===== src/sv/jdcal_pkg.sv =====
// Shared constants, types and tables for the Julian day to calendar converter.
package jdcal_pkg;

	// Width of the binary day fraction used inside the converter.
	localparam int FRAC_BITS = 32;

	// Input field layout on the request bus.
	localparam int WHOLE_W  = 23;
	localparam int FRAC_IN_W = 32;
	localparam int WHOLE_LSB = 0;
	localparam int FRAC_LSB  = WHOLE_LSB + WHOLE_W;
	localparam int IN_W      = 56;

	// Output field layout on the result bus.
	localparam int YEAR_W    = 16;
	localparam int MONTH_W   = 4;
	localparam int DAY_W     = 5;
	localparam int HOURS_W   = 5;
	localparam int MINUTES_W = 6;
	localparam int MILLIS_W  = 16;
	localparam int YEAR_LSB    = 0;
	localparam int MONTH_LSB   = YEAR_LSB + YEAR_W;
	localparam int DAY_LSB     = MONTH_LSB + MONTH_W;
	localparam int HOURS_LSB   = DAY_LSB + DAY_W;
	localparam int MINUTES_LSB = HOURS_LSB + HOURS_W;
	localparam int MILLIS_LSB  = MINUTES_LSB + MINUTES_W;
	localparam int OUT_USED_W  = MILLIS_LSB + MILLIS_W;
	localparam int OUT_W       = 56;

	// Internal widths of the date path.
	localparam int Z_W      = 24;
	localparam int ALPHA_N_W = 25;
	localparam int ALPHA_W  = 8;
	localparam int CNUM_W   = 28;
	localparam int C_W      = 15;
	localparam int D_W      = 24;
	localparam int BD_W     = 10;
	localparam int P_W      = 24;
	localparam int E_W      = 4;
	localparam int MDAY_W   = 9;

	// First day number of the Gregorian calendar.
	localparam logic [Z_W-1:0] GREG_START = 24'd2299161;

	// 4 * 1867216.25, the offset of the century correction.
	localparam logic [Z_W+1:0] ALPHA_OFS = 26'd7468865;

	// Exact reciprocal of 146097 for numerators below 2^25.
	localparam int ALPHA_SH = 43;
	localparam int ALPHA_M_W = 26;
	localparam logic [ALPHA_M_W-1:0] ALPHA_M =
		ALPHA_M_W'((64'd1 << ALPHA_SH) / 64'd146097 + 64'd1);

	// Exact reciprocal of 7305 for numerators below 2^28.
	localparam int C_SH = 41;
	localparam int C_M_W = 29;
	localparam logic [C_M_W-1:0] C_M =
		C_M_W'((64'd1 << C_SH) / 64'd7305 + 64'd1);

	// Exact reciprocal of 306001 for numerators below 2^24.
	localparam int E_SH = 43;
	localparam int E_M_W = 25;
	localparam logic [E_M_W-1:0] E_M =
		E_M_W'((64'd1 << E_SH) / 64'd306001 + 64'd1);

	// Other date constants.
	localparam logic [Z_W-1:0]    B_OFS      = 24'd1524;
	localparam logic [CNUM_W-1:0] CNUM_MUL   = 28'd20;
	localparam logic [CNUM_W-1:0] CNUM_OFS   = 28'd2442;
	localparam logic [D_W+1:0]    D_MUL      = 26'd1461;
	localparam logic [P_W-1:0]    P_MUL      = 24'd10000;
	localparam logic [E_W-1:0]    E_WRAP     = 4'd14;
	localparam logic [E_W-1:0]    E_OFS_LOW  = 4'd1;
	localparam logic [E_W-1:0]    E_OFS_HIGH = 4'd13;
	localparam logic [MONTH_W-1:0] FEBRUARY  = 4'd2;
	localparam logic signed [YEAR_W-1:0] YEAR_OFS_EARLY = 16'sd4715;
	localparam logic signed [YEAR_W-1:0] YEAR_OFS_LATE  = 16'sd4716;

	// Clock constants.
	localparam int HOURS_PER_DAY = 24;
	localparam int MIN_PER_HOUR  = 60;
	localparam int MS_PER_MIN    = 60000;

	// floor(30.6001 * e) for every month index e.
	localparam logic [MDAY_W-1:0] MDAY_TAB [16] = '{
		9'd0,   9'd30,  9'd61,  9'd91,  9'd122, 9'd153, 9'd183, 9'd214,
		9'd244, 9'd275, 9'd306, 9'd336, 9'd367, 9'd397, 9'd428, 9'd459
	};

	// Time of day as it travels down the pipeline.
	typedef struct packed {
		logic [MILLIS_W-1:0]  millis;
		logic [MINUTES_W-1:0] minutes;
		logic [HOURS_W-1:0]   hours;
	} clock_t;

endpackage


===== src/sv/julian_day_to_calendar_core.sv =====
// Pipelined conversion of a Julian Date into calendar date and clock time.
//
// A request on the s_ group carries a whole Julian day count and a binary
// day fraction. The core adds half a day, applies the Meeus conversion with
// the Gregorian correction from day 2299161 on, and returns the astronomical
// year, month, day, hours, minutes and truncated milliseconds on the m_ group.
// Every division by a constant is done as an exact multiplication by a
// reciprocal, one multiplier per stage.
// Throughput: one request per cycle while the skid register is empty; the
// ten stage registers share one enable and each multiply by a reciprocal
// sits in a stage of its own.
// When the receiver stalls, the result in the last stage moves into a skid
// register and the pipe keeps moving once; while the skid register is full
// the whole pipe holds and s_tready is low. s_tready never depends on
// m_tready in the same cycle.
// Reset clears all valid bits, the skid flag among them; the core accepts a
// request in the first cycle after reset is released.
module julian_day_to_calendar_core (
	input  logic                      clk,
	input  logic                      arst_n,
	input  logic                      s_tvalid,
	output logic                      s_tready,
	// Fields from bit 0 up: jd_whole[22:0], jd_fraction[54:23], zero fill.
	input  logic [jdcal_pkg::IN_W-1:0]  s_tdata,
	output logic                      m_tvalid,
	input  logic                      m_tready,
	// Fields from bit 0 up: cal_year[15:0], cal_month[19:16], cal_day[24:20],
	// clock_hours[29:25], clock_minutes[35:30], clock_millis[51:36], zero fill.
	output logic [jdcal_pkg::OUT_W-1:0] m_tdata
);
	import jdcal_pkg::*;

	localparam int FB = FRAC_BITS;
	localparam logic [FB:0] HALF_DAY = (FB + 1)'(1) << (FB - 1);

	logic en;

	// Valid bits of the stages.
	logic vld_s1, vld_s2, vld_s3, vld_s4, vld_s5;
	logic vld_s6, vld_s7, vld_s8, vld_s9, vld_s10;

	// Date path registers.
	logic [Z_W-1:0]                 z_s1, z_s2, z_s3;
	logic                           greg_s2, greg_s3;
	logic [ALPHA_N_W-1:0]           anum_s2;
	logic [ALPHA_N_W+ALPHA_M_W-1:0] aprod_s3;
	logic [Z_W-1:0]                 b_s4, b_s5, b_s6;
	logic [CNUM_W-1:0]              cnum_s5;
	logic [CNUM_W+C_M_W-1:0]        cprod_s6;
	logic [C_W-1:0]                 c_s7, c_s8, c_s9;
	logic [BD_W-1:0]                bd_s7, bd_s8, bd_s9;
	logic [P_W-1:0]                 p_s8;
	logic [P_W+E_M_W-1:0]           eprod_s9;

	// Time path registers.
	logic [FB-1:0]                  f_s1;
	logic [FB+4:0]                  t24_s2;
	logic [FB+5:0]                  t60_s3;
	logic [HOURS_W-1:0]             hours_s3, hours_s4;
	logic [MINUTES_W-1:0]           minutes_s4;
	logic [FB+15:0]                 t60k_s4;
	clock_t                         clk_s5, clk_s6, clk_s7, clk_s8, clk_s9;

	// Result stage and skid register.
	logic signed [YEAR_W-1:0]       year_s10;
	logic [MONTH_W-1:0]             month_s10;
	logic [DAY_W-1:0]               day_s10;
	clock_t                         clk_s10;
	logic                           skid_vld_q;
	logic [OUT_W-1:0]               skid_data_q;
	logic [OUT_W-1:0]               res_word;

	// Combinational values inside the stages.
	logic [FB-1:0]    frac_in;
	logic [FB:0]      frac_sum;
	logic [ALPHA_W-1:0] alpha;
	logic [C_W-1:0]   c_val;
	logic [D_W+1:0]   d_full;
	logic [D_W-1:0]   d_val;
	logic [E_W-1:0]   e_val;
	logic [MONTH_W-1:0] month_val;

	// The pipe moves whenever the skid register is free.
	assign en       = !skid_vld_q;
	assign s_tready = en;

	// Valid bits shift with the pipe.
	always_ff @(posedge clk or negedge arst_n) begin
		if (!arst_n) begin
			vld_s1  <= 1'b0;
			vld_s2  <= 1'b0;
			vld_s3  <= 1'b0;
			vld_s4  <= 1'b0;
			vld_s5  <= 1'b0;
			vld_s6  <= 1'b0;
			vld_s7  <= 1'b0;
			vld_s8  <= 1'b0;
			vld_s9  <= 1'b0;
			vld_s10 <= 1'b0;
		end else if (en) begin
			vld_s1  <= s_tvalid;
			vld_s2  <= vld_s1;
			vld_s3  <= vld_s2;
			vld_s4  <= vld_s3;
			vld_s5  <= vld_s4;
			vld_s6  <= vld_s5;
			vld_s7  <= vld_s6;
			vld_s8  <= vld_s7;
			vld_s9  <= vld_s8;
			vld_s10 <= vld_s9;
		end
	end

	// Stage 1 helpers: move the day start to midnight.
	assign frac_in  = FB'(s_tdata[FRAC_LSB +: FRAC_IN_W]);
	assign frac_sum = {1'b0, frac_in} + HALF_DAY;

	// Stage 4 helper: century correction term.
	assign alpha = aprod_s3[ALPHA_SH +: ALPHA_W];

	// Stage 7 helpers: year count and the days it covers.
	assign c_val  = cprod_s6[C_SH +: C_W];
	assign d_full = (D_W + 2)'(c_val) * D_MUL;
	assign d_val  = d_full[D_W+1:2];

	// Stage 10 helpers: month index and month.
	assign e_val     = eprod_s9[E_SH +: E_W];
	assign month_val = (e_val < E_WRAP) ? (e_val - E_OFS_LOW) : (e_val - E_OFS_HIGH);

	// Payload registers of all stages.
	always_ff @(posedge clk) begin
		if (en) begin
			// Stage 1: half-day carry into the day count.
			z_s1 <= Z_W'(s_tdata[WHOLE_LSB +: WHOLE_W]) + Z_W'(frac_sum[FB]);
			f_s1 <= frac_sum[FB-1:0];

			// Stage 2: Gregorian test and numerator of the correction; hours product.
			z_s2    <= z_s1;
			greg_s2 <= (z_s1 >= GREG_START);
			anum_s2 <= ALPHA_N_W'(((Z_W + 2)'(z_s1) << 2) - ALPHA_OFS);
			t24_s2  <= (FB + 5)'(f_s1) * (FB + 5)'(HOURS_PER_DAY);

			// Stage 3: divide by 146097; hours out, minutes product.
			z_s3     <= z_s2;
			greg_s3  <= greg_s2;
			aprod_s3 <= (ALPHA_N_W + ALPHA_M_W)'(anum_s2) *
				(ALPHA_N_W + ALPHA_M_W)'(ALPHA_M);
			hours_s3 <= t24_s2[FB +: HOURS_W];
			t60_s3   <= (FB + 6)'(t24_s2[FB-1:0]) * (FB + 6)'(MIN_PER_HOUR);

			// Stage 4: corrected day count plus the 1524 offset; minutes out, milliseconds product.
			if (greg_s3) begin
				b_s4 <= z_s3 + Z_W'(alpha) - Z_W'(alpha[ALPHA_W-1:2]) + Z_W'(1) + B_OFS;
			end else begin
				b_s4 <= z_s3 + B_OFS;
			end
			hours_s4   <= hours_s3;
			minutes_s4 <= t60_s3[FB +: MINUTES_W];
			t60k_s4    <= (FB + 16)'(t60_s3[FB-1:0]) * (FB + 16)'(MS_PER_MIN);

			// Stage 5: numerator of the year count; milliseconds out.
			b_s5           <= b_s4;
			cnum_s5        <= CNUM_W'(b_s4) * CNUM_MUL - CNUM_OFS;
			clk_s5.hours   <= hours_s4;
			clk_s5.minutes <= minutes_s4;
			clk_s5.millis  <= t60k_s4[FB +: MILLIS_W];

			// Stage 6: divide by 7305.
			b_s6     <= b_s5;
			cprod_s6 <= (CNUM_W + C_M_W)'(cnum_s5) * (CNUM_W + C_M_W)'(C_M);
			clk_s6   <= clk_s5;

			// Stage 7: days left in the year count.
			c_s7   <= c_val;
			bd_s7  <= BD_W'(b_s6 - d_val);
			clk_s7 <= clk_s6;

			// Stage 8: scale for the month division.
			c_s8   <= c_s7;
			bd_s8  <= bd_s7;
			p_s8   <= P_W'(bd_s7) * P_MUL;
			clk_s8 <= clk_s7;

			// Stage 9: divide by 306001.
			c_s9     <= c_s8;
			bd_s9    <= bd_s8;
			eprod_s9 <= (P_W + E_M_W)'(p_s8) * (P_W + E_M_W)'(E_M);
			clk_s9   <= clk_s8;

			// Stage 10: day, month and year.
			day_s10   <= DAY_W'(bd_s9 - BD_W'(MDAY_TAB[e_val]));
			month_s10 <= month_val;
			if (month_val > FEBRUARY) begin
				year_s10 <= $signed({1'b0, c_s9}) - YEAR_OFS_LATE;
			end else begin
				year_s10 <= $signed({1'b0, c_s9}) - YEAR_OFS_EARLY;
			end
			clk_s10 <= clk_s9;
		end
	end

	// Pack the last stage into the result word.
	assign res_word = {(OUT_W - OUT_USED_W)'(0), clk_s10.millis, clk_s10.minutes,
		clk_s10.hours, day_s10, month_s10, year_s10};

	// Skid register catches the last stage when the receiver stalls.
	always_ff @(posedge clk or negedge arst_n) begin
		if (!arst_n) begin
			skid_vld_q <= 1'b0;
		end else if (skid_vld_q) begin
			if (m_tready) begin
				skid_vld_q <= 1'b0;
			end
		end else if (vld_s10 && !m_tready) begin
			skid_vld_q <= 1'b1;
		end
	end

	always_ff @(posedge clk) begin
		if (!skid_vld_q && vld_s10 && !m_tready) begin
			skid_data_q <= res_word;
		end
	end

	// Output side: the skid register has priority over the last stage.
	assign m_tvalid = skid_vld_q || vld_s10;
	assign m_tdata  = skid_vld_q ? skid_data_q : res_word;

	// The skid register fills only from a stalled result.
	a_skid_fill: assert property (@(posedge clk) disable iff (!arst_n)
		$rose(skid_vld_q) |-> $past(vld_s10 && !m_tready))
		else $error("skid register filled without a stalled result");

	// A held pipe keeps all of its valid bits.
	a_hold: assert property (@(posedge clk) disable iff (!arst_n)
		!en |=> $stable({vld_s1, vld_s2, vld_s3, vld_s4, vld_s5,
			vld_s6, vld_s7, vld_s8, vld_s9, vld_s10}))
		else $error("pipe moved while held");

	// Every delivered month is from 1 to 12 and every delivered day at least 1.
	a_date_range: assert property (@(posedge clk) disable iff (!arst_n)
		m_tvalid |-> (m_tdata[MONTH_LSB +: MONTH_W] >= 4'd1) &&
			(m_tdata[MONTH_LSB +: MONTH_W] <= 4'd12) &&
			(m_tdata[DAY_LSB +: DAY_W] >= 5'd1))
		else $error("month or day out of range");

	// Every delivered time of day is in range.
	a_time_range: assert property (@(posedge clk) disable iff (!arst_n)
		m_tvalid |-> (m_tdata[HOURS_LSB +: HOURS_W] <= 5'd23) &&
			(m_tdata[MINUTES_LSB +: MINUTES_W] <= 6'd59) &&
			(m_tdata[MILLIS_LSB +: MILLIS_W] <= 16'd59999))
		else $error("time of day out of range");

endmodule

===== config.mk =====
export PLATFORM = sky130hd
export DESIGN_NAME = julian_day_to_calendar_core
export DESIGN_NICKNAME = d
export VERILOG_FILES = /design/src/sv/jdcal_pkg.sv /design/src/sv/julian_day_to_calendar_core.sv
export SDC_FILE = /design/constraint.sdc
export NUM_CORES = 2
export LEC_CHECK = 0
export BUFFER_PORTS_ARGS = -buffer_cell sky130_fd_sc_hd__buf_2
export CAP_MARGIN = 20
export CORE_MARGIN = 1
export CORE_UTILIZATION = 35
export CTS_BUF_LIST = sky130_fd_sc_hd__clkbuf_8
export DETAILED_ROUTE_END_ITERATION = 8
export PLACE_DENSITY = 0.53
export REMOVE_ABC_BUFFERS = 1
export SLEW_MARGIN = 25
export SYNTH_ARGS = -nofsm -noshare
export SYNTH_HDL_FRONTEND = slang
export SYNTH_SLANG_ARGS = --single-unit
export TNS_END_PERCENT = 20

===== constraint.sdc =====
create_clock -name clk -period 12.8 [get_ports clk]
set_input_delay 1.28 -clock clk [delete_from_list [all_inputs] [get_ports clk]]
set_output_delay 1.28 -clock clk [all_outputs]
set_load 0.01 [all_outputs]

==> impl_summary.txt <==
----------------------------------------------------
[Worst setup path]
  Worst setup endpoint ... cprod_s6[53]
  Critical path's largest stage delay ... 0.90 ns
  Start-to-end type of the worst setup path ... reg2reg
  Worst reg2reg endpoint ... cprod_s6[53]
  Capturing element type of the critical path ... register
  Worst Reg2Reg Path Length in Cells ... 23
  CP dominant cell by count ... sky130_fd_sc_hd__fa_1
  Required time worst endpoint ... 13.50 ns
  Critical Path Fanout Max ... 10
  Startpoint of the most critical setup path ... cnum_s5[13]
  Endpoint arrival time on the critical path ... 8.43 ns
  Critical path cell sequence ... fa_1, inv_1, fa_1, inv_1, fa_1, inv_1, fa_1, inv_1, fa_1, fa_1, inv_1, fa_1, inv_1, ha_1, and4_1, nand4_1, o21ai_0, and4b_1, o2111ai_1, a211oi_1, o211ai_1, a2111o_1, o211ai_1
  Worst setup slack for register-to-register paths ... roughly 5 ns
  Worst path slowest cell ... sky130_fd_sc_hd__edfxtp_1
  Critical path startpoint category ... register
  Launch instance of the worst register-to-register path ... cnum_s5[13]

[Logic synthesis]
  Share of synthesized area occupied by flip-flops and latches ... 28.8%
  Flip-flop cell with the highest count after synthesis ... sky130_fd_sc_hd__edfxtp_1
  Async set-reset flop share out of synthesis ... 1.68%
  Post-synth design cell area ... 68300 um^2
  Count of state elements after synthesis ... 656
  Count of flip-flops with a built-in enable after synthesis ... ~650
  Most area-hungry cell type in the Yosys netlist ... sky130_fd_sc_hd__fa_1
  Cell variety after synth ... 79
  Post-Syn Area per Cell ... 11.9 um^2
  Portion of synthesized cell area occupied by the leading cell type ... 28.5%
  Top post-synthesis cells by area ... sky130_fd_sc_hd__fa_1 28%, sky130_fd_sc_hd__edfxtp_1 28%, sky130_fd_sc_hd__ha_1 20%
  Warnings from Yosys ... 0
  Post-Syn Instances ... around 5700

[Clock tree]
  Cts repair resizes ... 0
  Number of CTS-inserted buffers ... approximately 120
  Number of hold-repair buffers added at the cts stage ... 0
  CTS tree ... yes
  Library cell used as clock root buffer ... sky130_fd_sc_hd__clkbuf_8
  Deepest level of the CTS H-tree ... 3
  Clock sinks ... between 600 and 700
  Number of setup buffers added after CTS ... 0
  Longest Clk Path Bufs ... 3
  Clock-pin slew on the worst setup and hold paths ... 0.06 ns
  Insertion delay of the later-clocked pin in the worst-skew pair ... 0.87 ns

[Routing]
  Via count ... 39072
  Detail-routed net length per standard cell ... 16.0 um
  Count of nets left with antenna violations after detail routing ... 0
  DRT Wirelength ... 137000 um
  Detailed Route Iter0 Violations ... 1491
  Pre-Repair DR Iteration Count ... 5
  DRC violation count after routing ... 0
  Via density ... ~4.6

[Timing]
  Unrepaired setup endpoints after global routing ... false
  Final worst clock skew ... roughly 0.053 ns
  Worst-margin pin slew ... 1.10 ns
  Number of hold-slack violations in the final timing report ... 0
  Max-slew violations ... 0
  Highest clock frequency the design can meet ... 129 MHz
  Fin crit share ... 60.4%
  Number of setup violations in the final report ... 0
  Worst hold margin ... approximately 0.3 ns
  Final critical path time including I/O delays and setup ... 7.73 ns
  Relative slew slack ... 24.9%
  Final worst-path setup slack ... about 5.1 ns

[Place]
  DP Worst Slack ... 5.03 ns
  Port Buf Inserts ... 112
  Cell total after placement ... approximately 8400
  HPWL after detailed placement ... 116000 um
  Routability congestion estimate from global placement ... about 0.90

[GRT]
  Global routing usage summed across all routing layers ... 14.4%
  Met1 Usage GRT ... 19.0%
  Largest net degree at the start of global routing ... 84
  Wire length of the first global-routing pass ... 226000 um
  Via count of the first global-routing pass ... around 43000
  Met2 usage in global routing ... 24.8%
  Met3 usage in global routing ... 2.02%
  Antenna violations before repair ... 4
  Remaining global-route overflow ... 0
  Grt peak-use layer ... met2

[Cells and area]
  Nets ... 8072
  Utilization after layout ... 38.5%
  Cell Count, Final, Fillers Out ... 8580
  Most common cell after layout, fill and taps aside ... sky130_fd_sc_hd__inv_1
  Most frequent cells in the layout ... 1541 x sky130_fd_sc_hd__inv_1, 1084 x sky130_fd_sc_hd__ha_1, 971 x sky130_fd_sc_hd__fa_1, 645 x sky130_fd_sc_hd__edfxtp_1, 193 x sky130_fd_sc_hd__xnor2_1
  Share of cells above drive strength 1 ... 6.10%
  Area Growth Syn to Fin ... 8.76%

[Die]
  Height of the chip ... roughly 440 um
  Floorplan Core Area ... 193000 um^2
  Die Area ... 197000 um^2
  Row cnt ... 161
  Effective utilization at floorplan ... 35.4%
  Io pins ... between 100 and 150
  Horizontal die dimension ... 444 um

[Status]
  Run status ... completed

[Run]
  Maxcap violations ... 0

[Hold path]
  Class of the most critical hold timing path ... in2async

----------------------------------------------------
-- registers in the layout, summed over array words and instances, names as in the netlist, 26 cells and up --
signal,count
t60_s3,33
cnum_s5,26
skid_data_q,52
clk_s5,27
t24_s2,34
clk_s7,27
clk_s9,27
clk_s8,27
f_s1,32
clk_s10,27
clk_s6,27
-- routing by layer --
metal / vias up / wire length, um
met3: 163 / 4300
met5: - / 0
met4: 0 / 3210
met2: 471 / 66700
li1: 19144 / -
met1: 19294 / 62700
-- cells by family (layout without fill, tap and decap cells) --
kind of cell             Yosys count  after routing  share of synthesized area, %
AO/OA/AOI/OAI                    584            584                          5.58
XOR/XNOR                         278            278                          3.56
adder cells (fa/ha/maj)         2055           2055                          48.3
buffers and inverters           1531           1841                          8.44
flip-flops                       656            656                          28.8
multiplexers                      72             72                          1.17
other                              1             10                       0.00549
AND/OR/NAND/NOR                  558            558                          4.16
-- synth_stat cells, types with 14 or more instances --
cell type / number
sky130_fd_sc_hd__and3_1: 29
sky130_fd_sc_hd__a21oi_1: 174
sky130_fd_sc_hd__xnor2_1: 193
sky130_fd_sc_hd__nand3_1: 55
sky130_fd_sc_hd__nand2_1: 115
sky130_fd_sc_hd__nor3_1: 46
sky130_fd_sc_hd__o21bai_1: 28
sky130_fd_sc_hd__inv_1: 1508
sky130_fd_sc_hd__a31oi_1: 17
sky130_fd_sc_hd__ha_1: 1084
sky130_fd_sc_hd__nand2b_1: 31
sky130_fd_sc_hd__clkbuf_1: 14
sky130_fd_sc_hd__o21ai_0: 99
sky130_fd_sc_hd__edfxtp_1: 645
sky130_fd_sc_hd__a21o_1: 96
sky130_fd_sc_hd__a211oi_1: 30
sky130_fd_sc_hd__nor2_1: 140
sky130_fd_sc_hd__nor2b_1: 26
sky130_fd_sc_hd__o21a_1: 28
sky130_fd_sc_hd__nand4_1: 37
sky130_fd_sc_hd__xor2_1: 85
sky130_fd_sc_hd__and2_1: 14
sky130_fd_sc_hd__mux2_2: 65
sky130_fd_sc_hd__fa_1: 971
-- metrics by stage --
step / setup TNS, ns / instance area, um^2
after CTS: 0 / 74300
after floorplan: -543.97 / 68200
after global routing: 0 / 74300
after detailed placement: 0 / 72000
final: 0 / 74300
after global placement: 0 / 72000
-- layout make-up --
class	count	area, um^2
antenna	6	15.0
clock buffer	117	1610
clock inverter	93	632
fill	18690	119000
inverter	1508	5670
multi-input combinational	3551	42900
sequential	656	19600
tap	2526	3160
timing repair buffer	123	643
-- worst min-delay path by stage --
stage	endpoint	slack, ns	cells past startpoint
floorplan	b_s6[0]	0.40	0
global placement	greg_s3	0.40	0
detailed placement	c_s8[3]	0.40	0
CTS	vld_s6	0.17	1
global route	vld_s8	0.21	1
finish	vld_s6	0.30	1
-- worst max-delay path: cells and delay by family (launching register included) --
kind / cells / cell delay (ns)
adder cells (fa/ha/maj): 8 / 3.68
AO/OA/AOI/OAI: 6 / 1.87
flip-flops: 1 / 0.90
AND/OR/NAND/NOR: 3 / 0.71
buffers and inverters: 6 / 0.39
Power is not shown: default switching activity piles up to over one toggle a cycle in this logic, so the estimate is an artifact.
